--- config.mk ---
export PLATFORM = sky130hd
export DESIGN_NAME = mbe_mul
export DESIGN_NICKNAME = d
export VERILOG_FILES = /design/src/rtl/mbe_pkg.sv /design/src/rtl/mbe_mul.sv
export SDC_FILE = /design/constraint.sdc
export NUM_CORES = 2
export LEC_CHECK = 0
export BUFFER_PORTS_ARGS = -buffer_cell sky130_fd_sc_hd__buf_4
export CAP_MARGIN = 5
export CORE_MARGIN = 10
export CORE_UTILIZATION = 55
export CTS_CLUSTER_SIZE = 40
export DETAILED_ROUTE_END_ITERATION = 12
export PLACE_DENSITY_LB_ADDON = 0.15
export SLEW_MARGIN = 20
export SYNTH_ARGS = -nofsm -noshare
export SYNTH_HDL_FRONTEND = slang
export SYNTH_SLANG_ARGS = --single-unit
--- constraint.sdc ---
create_clock -name i_clk -period 16.9 [get_ports i_clk]
set_input_delay 0.845 -clock i_clk [delete_from_list [all_inputs] [get_ports i_clk]]
set_output_delay 0.845 -clock i_clk [all_outputs]
set_load 0.01 [all_outputs]
--- src/rtl/mbe_pkg.sv ---
// mbe_pkg: shared types, constants and saturating fixed point helpers
// for the escape time engine; no dependencies
package mbe_pkg;

    localparam int PIXEL_BITS = 12;
    localparam int ITER_BITS  = 16;
    localparam int FRAC_BITS  = 28;
    localparam int COEF_BITS  = 32;
    localparam int NORM_BITS  = 63;

    localparam int EXTRA_STEPS = 4;
    localparam int EXTRA_BITS  = $clog2(EXTRA_STEPS);

    localparam int CFG_INDEX_BITS = 3;
    localparam logic [CFG_INDEX_BITS-1:0] CFG_SCALE_X   = 3'd0;
    localparam logic [CFG_INDEX_BITS-1:0] CFG_OFFSET_X  = 3'd1;
    localparam logic [CFG_INDEX_BITS-1:0] CFG_SCALE_Y   = 3'd2;
    localparam logic [CFG_INDEX_BITS-1:0] CFG_OFFSET_Y  = 3'd3;
    localparam logic [CFG_INDEX_BITS-1:0] CFG_MAX_ITER  = 3'd4;
    localparam logic [CFG_INDEX_BITS-1:0] CFG_ESC_LIMIT = 3'd5;

    localparam logic signed [COEF_BITS-1:0] RST_SCALE_X  = 32'sd1048576;
    localparam logic signed [COEF_BITS-1:0] RST_OFFSET_X = -32'sd536870912;
    localparam logic signed [COEF_BITS-1:0] RST_SCALE_Y  = -32'sd1048576;
    localparam logic signed [COEF_BITS-1:0] RST_OFFSET_Y = 32'sd536870912;
    localparam logic [ITER_BITS-1:0]        RST_MAX_ITER = 16'd100;
    localparam logic [COEF_BITS-1:0]        RST_ESC_LIM  = 32'd1073741824;

    localparam logic signed [63:0] SAT_MAX = 64'sh7FFF_FFFF_FFFF_FFFF;

    typedef struct packed {
        logic [PIXEL_BITS-1:0] pixel_x;
        logic [PIXEL_BITS-1:0] pixel_y;
    } t_pix_in;

    typedef struct packed {
        logic [ITER_BITS-1:0] iteration_count;
        logic [NORM_BITS-1:0] final_norm;
    } t_esc_out;

    typedef struct packed {
        logic start;
        logic raw;
    } t_mul_req;

    function automatic logic signed [63:0] sat_add(input logic signed [63:0] a,
                                                  input logic signed [63:0] b);
        logic signed [64:0] s;
        s = 65'(a) + 65'(b);
        if (s > 65'(SAT_MAX)) begin
            return SAT_MAX;
        end else if (s < -65'(SAT_MAX)) begin
            return -SAT_MAX;
        end
        return s[63:0];
    endfunction

    function automatic logic [63:0] mag64(input logic signed [63:0] v);
        return v[63] ? 64'(-v) : 64'(v);
    endfunction

    function automatic logic signed [63:0] fx_sign(input logic [NORM_BITS-1:0] m,
                                                  input logic neg);
        logic signed [63:0] t;
        t = $signed({1'b0, m});
        return neg ? -t : t;
    endfunction

endpackage

--- src/rtl/mbe_mul.sv ---
// mbe_mul: sequential 64x64 unsigned multiplier on one 32x32 unit,
// product shifted by the fraction width and saturated unless raw is requested; uses mbe_pkg
module mbe_mul #(
    parameter int FRAC_BITS = mbe_pkg::FRAC_BITS
) (
    input  logic                           i_clk,
    input  logic                           i_rst_n,
    input  mbe_pkg::t_mul_req              i_req,
    input  logic [63:0]                    i_a,
    input  logic [63:0]                    i_b,
    output logic                           o_done,
    output logic [mbe_pkg::NORM_BITS-1:0]  o_res
);

    localparam logic [2:0] LAST_MUL  = 3'd3;
    localparam logic [2:0] LAST_ACC  = 3'd4;
    localparam logic [2:0] SAT_STEP  = 3'd5;

    logic [63:0]  r_a;
    logic [63:0]  r_b;
    logic         r_raw;
    logic         r_run;
    logic [2:0]   r_step;
    logic [63:0]  r_prod;
    logic [127:0] r_acc;
    logic         r_done;
    logic [mbe_pkg::NORM_BITS-1:0] r_res;

    logic [31:0]  w_ah;
    logic [31:0]  w_bh;
    logic [63:0]  w_mul;
    logic [1:0]   w_pidx;
    logic [6:0]   w_sh;
    logic [127:0] w_part;
    logic [mbe_pkg::NORM_BITS-1:0] w_sat;

    assign w_ah  = r_step[1] ? r_a[63:32] : r_a[31:0];
    assign w_bh  = r_step[0] ? r_b[63:32] : r_b[31:0];
    assign w_mul = w_ah * w_bh;

    assign w_pidx = r_step[1:0] - 2'd1;

    always_comb begin
        case (w_pidx)
            2'd0:    w_sh = 7'd0;
            2'd3:    w_sh = 7'd64;
            default: w_sh = 7'd32;
        endcase
    end

    assign w_part = {64'd0, r_prod} << w_sh;

    always_comb begin
        if (r_raw) begin
            w_sat = r_acc[mbe_pkg::NORM_BITS-1:0];
        end else if (|r_acc[127:63+FRAC_BITS]) begin
            w_sat = '1;
        end else begin
            w_sat = r_acc[62+FRAC_BITS:FRAC_BITS];
        end
    end

    always_ff @(posedge i_clk) begin
        if (!i_rst_n) begin
            r_run  <= 1'b0;
            r_done <= 1'b0;
            r_step <= '0;
        end else begin
            r_done <= !i_req.start && r_run && (r_step == SAT_STEP);
            if (i_req.start) begin
                r_a    <= i_a;
                r_b    <= i_b;
                r_raw  <= i_req.raw;
                r_run  <= 1'b1;
                r_step <= '0;
                r_acc  <= '0;
            end else if (r_run) begin
                if (r_step <= LAST_MUL) begin
                    r_prod <= w_mul;
                end
                if (r_step != 3'd0 && r_step <= LAST_ACC) begin
                    r_acc <= r_acc + w_part;
                end
                if (r_step == SAT_STEP) begin
                    r_res  <= w_sat;
                    r_run  <= 1'b0;
                end
                r_step <= r_step + 3'd1;
            end
        end
    end

    assign o_done = r_done;
    assign o_res  = r_res;

endmodule

### After elaboration in Yosys (flattened, before gate mapping)

Cells that the tools add are included.

* register bits after elaboration: 389
* bits of input ports: 132
* output and inout port bits: 64
* word-level logic and storage cells: 44

* add/sub/neg operators: 3
* $mul: 1
* order comparisons: 2
* eq/ne operators: 2
* shifts and indexed selects: 1
* mux-type cells: 10
* bitwise gates (word level): 2
* reduce and logical (&&, ||, !) cells: 14

Operator list (number)
* 2-to-1 mux 128 bit: 2
* adder 128 bit: 1
* left shift 64 x 7 -> 128 bit: 1
* 2-to-1 mux 63 bit: 2
* multiplier 32 x 32 -> 64 bit: 1
* 2-to-1 mux 32 bit: 2
* OR reduction 37 bit: 1
* one-hot mux 7 bit (2 select lines): 1
* AND reduction 4 bit: 2
* nonzero test 2 bit: 2
* adder 3 x 1 -> 3 bit (second input constant): 1
* equality test 3 bit (second input constant): 1
* <= comparator 3 x 2 -> 1 bit (second input constant): 1
* <= comparator 3 bit (second input constant): 1
* logical AND 1 bit: 3
* 2-to-1 mux 1 bit: 3
* AND reduction 3 bit: 1
* nonzero test 3 bit: 1
* equality test 2 bit (second input constant): 1
* zero test 2 bit: 1
* NOT 1 bit: 2
* AND reduction 2 bit: 1
* OR reduction 2 bit: 1
* subtractor 2 x 1 -> 2 bit (second input constant): 1
* zero test 1 bit: 1

### Longest topological paths before layout

* word-level depth: 7
* gate-level depth with buffers: 34

### Worst setup path after synthesis

OpenSTA, ideal clock, no wires.

* path type: reg2reg
* start: register r_step[0]
* end: register r_prod[61] (data pin)
* arrival time: 8.483 ns
* required time: 16.641 ns
* slack: 8.159 ns
* stages on the path, launching flop included: 30
* path buffers: 4
* clock period less this slack: 8.741 ns
* cells stage by stage: dfxtp_1 -> clkbuf_1 -> clkbuf_1 -> mux2i_1 -> clkbuf_1 -> nor2_1 -> fa_1 -> fa_1 -> fa_1 -> inv_1 -> fa_1 -> inv_1 -> fa_1 -> fa_1 -> fa_1 -> inv_1 -> fa_1 -> inv_1 -> ha_1 -> clkbuf_1 -> a21o_1 -> a21o_1 -> a211oi_1 -> o2111ai_1 -> a21boi_1 -> o21ai_1 -> a31oi_1 -> o31ai_1 -> a21oi_1 -> xnor2_1

* word-level cells in the longest chain between the ends: 2

Ends and longest elaborated chain
* start, declared: line mbe_mul.sv:23 `logic [2:0] r_step;`
* start signal, assigned: line mbe_mul.sv:88 `r_step <= r_step + 3'd1;`
* 2-to-1 mux 32 bit: line mbe_mul.sv:38 `assign w_bh = r_step[0] ? r_b[63:32] : r_b[31:0];`
* multiplier 32 x 32 -> 64 bit: line mbe_mul.sv:39 `assign w_mul = w_ah * w_bh;`
* net w_mul[61]: line mbe_mul.sv:31 `logic [63:0] w_mul;`
* end signal, assigned: line mbe_mul.sv:79 `r_prod <= w_mul;`
* end, declared: line mbe_mul.sv:24 `logic [63:0] r_prod;`

The timed path passes the listed nets, and every way through them passes these cells.
A chain may end at the register's enable or synchronous reset.

### Final worst setup path

* start: register r_step[0]
* end: register r_prod[50] (data pin)

The elaborated chain is that of the path after synthesis.

==> impl_results.md <==
- Status: finished, final reports clean
- Synth Cell Area: 56,900 um2
- Min Tclk post-route: 9930 ps
- Leading cell type in the layout, fill and taps excluded: nor2_1
- Register Area: 11,600 um2
- RSZ-0062 raised after global routing: no
- # clock sinks: 389
- Vias per cell: 6.05
- WHS: 367 ps
- Starting Density: 55.6%
- Post-synthesis cell type count: 82
- Pre-antenna DRT Iters: 8
- Placer congestion estimate: 1.06
- Post-synth ARST share: 0%
- Setup-failing EPs final: 0
- Post-CTS Hold Buffers: 0
- Initial antenna violation count: 5
- H-tree Lvls: 2
- Worst setup path endpoint: r_prod[50]
- Worst path required time: 17,280 ps
- Syn Area/Cell: 9.04 um2
- Share of layout cells above drive strength 1: 7.99%
- Die area: 117,000 um2
- Area Growth Syn to Fin: 7.76%
- First-pass GRT wire length: 311 mm
- # port buffers: 195
- Setup crit end kind: flip-flop
- Nets: 7,718
- Post-synth EDFFs: 384
- Critical Path Source Type: flip-flop
- GRT Total Usage: 35.9%
- Critical Path Source: r_step[0]
- Floorplan Core Area: 102,000 um2
- Most frequent cells in the layout: nor2_1 (1,004), inv_1 (1,000), fa_1 (897)
- Grt ovf: 0
- Largest net degree at the start of global routing: 84
- Post-route ant nets: 0
- Wirelength, routed: 209 mm
- Synth Register Bits: 389
- CTS resizes: 0
- Via count: 46.6k
- Vias in the first global route: 48.2k
- FP Rows: 117
- Maximum capacitance violations: 0
- DRT iter0 DRCs: 4,630
- Clock Tree Buf Depth: 3
- Post-synthesis cell count: 6,293
- Die Y: 342 um
- Worst R2R Setup Slack: 6970 ps
- Placed wire-length estimate: 165 mm
- YS warnings: 0
- CP max FO: 44
- Clk pin slew, worst setup/hold paths: 70 ps
- Final max-slew violation count: 0
- CP arrival: 10,310 ps
- CTS tree: built
- Placed cells: 7,615
- Worst-Margin Slew: 1190 ps
- Period utilization: 58.8%
- Headroom to the max-slew limit: 19.1%
- Non-Filler Instances: 7,705
- Register-to-Register Path Depth: 25
- Post-Syn Nets: 7,716
- DRC Markers: 0
- Die Width: 342 um
- Seq/Total Area, Yosys: 20.4%
- Synth Flop Type: edfxtp_1
- Root Driver: clkbuf_16
- Postcts setup bufs: 0
- Worst r2r dst: r_prod[50]
- Skew final: 30.8 ps
- Fillers: 9,037
- Hold Vio Cnt, Final: 0
- Crit path kind: reg2reg
- I/O pin cnt: 196
- Worst-skew pair later-pin latency: 660 ps
- FMAX: 101 MHz
- Worst Hold Class: in2reg
- CTS Buf Count: 46
- Area of the multi-input gates: 40,600 um2
- WL/cell: 27.1 um
- RR Startpoint: r_step[0]
- TNS Setup: 0 ps
-- metal layers --
metal / share of wire, % / up-vias / GRT usage, %
li1: - / 20190 / -
met1: 37 / 23066 / 44.6
met2: 45 / 2724 / 56.1
met3: 10 / 655 / 8.82
met4: 7.8 / 4 / 22.4
met5: 0.011 / - / 0
-- cell type report --
type	count	area share [%]
Sequential cell	389	19.0
Inverter	1001	6.13
Clock buffer	57	1.98
Timing Repair Buffer	272	3.33
Antenna cell	6	0.0245
Multi-Input combinational cell	4585	66.3
Tap cell	1368	2.79
Clock inverter	27	0.496
-- critical path, cell delays in order (launching register included) --
cell	delay, ps
dfxtp_4	690
buf_4	720
mux2i_4	330
buf_4	470
nor2_1	150
fa_1	540
fa_1	510
inv_1	50
fa_1	460
fa_1	510
inv_1	60
fa_1	570
fa_1	450
fa_1	510
fa_1	410
ha_1	430
a21oi_1	230
o21ai_0	190
a221o_1	370
a21oi_1	220
o221ai_1	240
nor4b_1	650
nor2_1	170
a21oi_1	270
o21ai_0	150
xnor2_1	170
-- sequential cells by signal, indices dropped and copies added, names as in the netlist --
name,cells
r_raw,1
r_run,1
r_b,64
r_a,64
r_prod,64
o_res,63
r_acc,128
r_step,3
o_done,1
-- kinds of logic (layout without fill, tap and decap cells) --
logic type	after synthesis	after routing	synth area share (%)
muxes	172	172	3.19
DFF	389	389	20.4
and+or+nand+nor	2068	2068	15.2
other	0	6	0
AOI/OAI and AO/OA	885	885	9.61
buffers and inverters	1319	1357	8.77
xor gates and xnor gates	169	169	2.60
adders and majority gates	1291	1291	40.2
-- synthesized netlist by cell type, types with 21 or more instances --
master	count	area (um2)
nor2_1	1006	3780
o21a_1	33	248
a21o_1	90	676
nand2_1	693	2600
a31oi_1	28	175
a21oi_1	341	1710
xnor2_1	105	920
mux2_2	69	777
edfxtp_1	384	11500
and2_1	53	332
nand3_1	41	205
nor3_1	47	235
o22ai_1	33	206
o21ai_1	21	105
nand4_1	93	582
fa_1	897	18000
o21bai_1	51	383
inv_1	1000	3750
a211oi_1	24	180
nor2b_1	27	169
nand2b_1	22	138
xor2_1	64	561
clkbuf_1	287	1080
mux2i_1	99	991
ha_1	394	4930
o21ai_0	147	736
-- metrics by stage --
stage          instance area [um2]  worst slack, ps  utilization (%)
4_1_cts                      61300             7120             59.9
5_1_grt                      61300             6630             59.9
3_3_place_gp                 59800             7260             58.4
2_1_floorplan                56900             8160                -
6_report                     61300             6970             59.9
3_5_place_dp                 59800             7180             58.4
-- worst min-delay path by stage --
stage | startpoint | slack, ps | to | depth (start not counted)
2_1_floorplan | r_step[2] | 500 | o_done | 2
3_3_place_gp | r_step[2] | 540 | r_step[2] | 2
3_5_place_dp | r_step[2] | 550 | r_step[2] | 2
4_1_cts | i_b[32] | 340 | r_b[32] | 1
5_1_grt | i_b[32] | 350 | r_b[32] | 1
6_report | i_b[32] | 370 | r_b[32] | 1
Power is not shown: default switching activity piles up to over one toggle a cycle in this logic, so the estimate is an artifact.
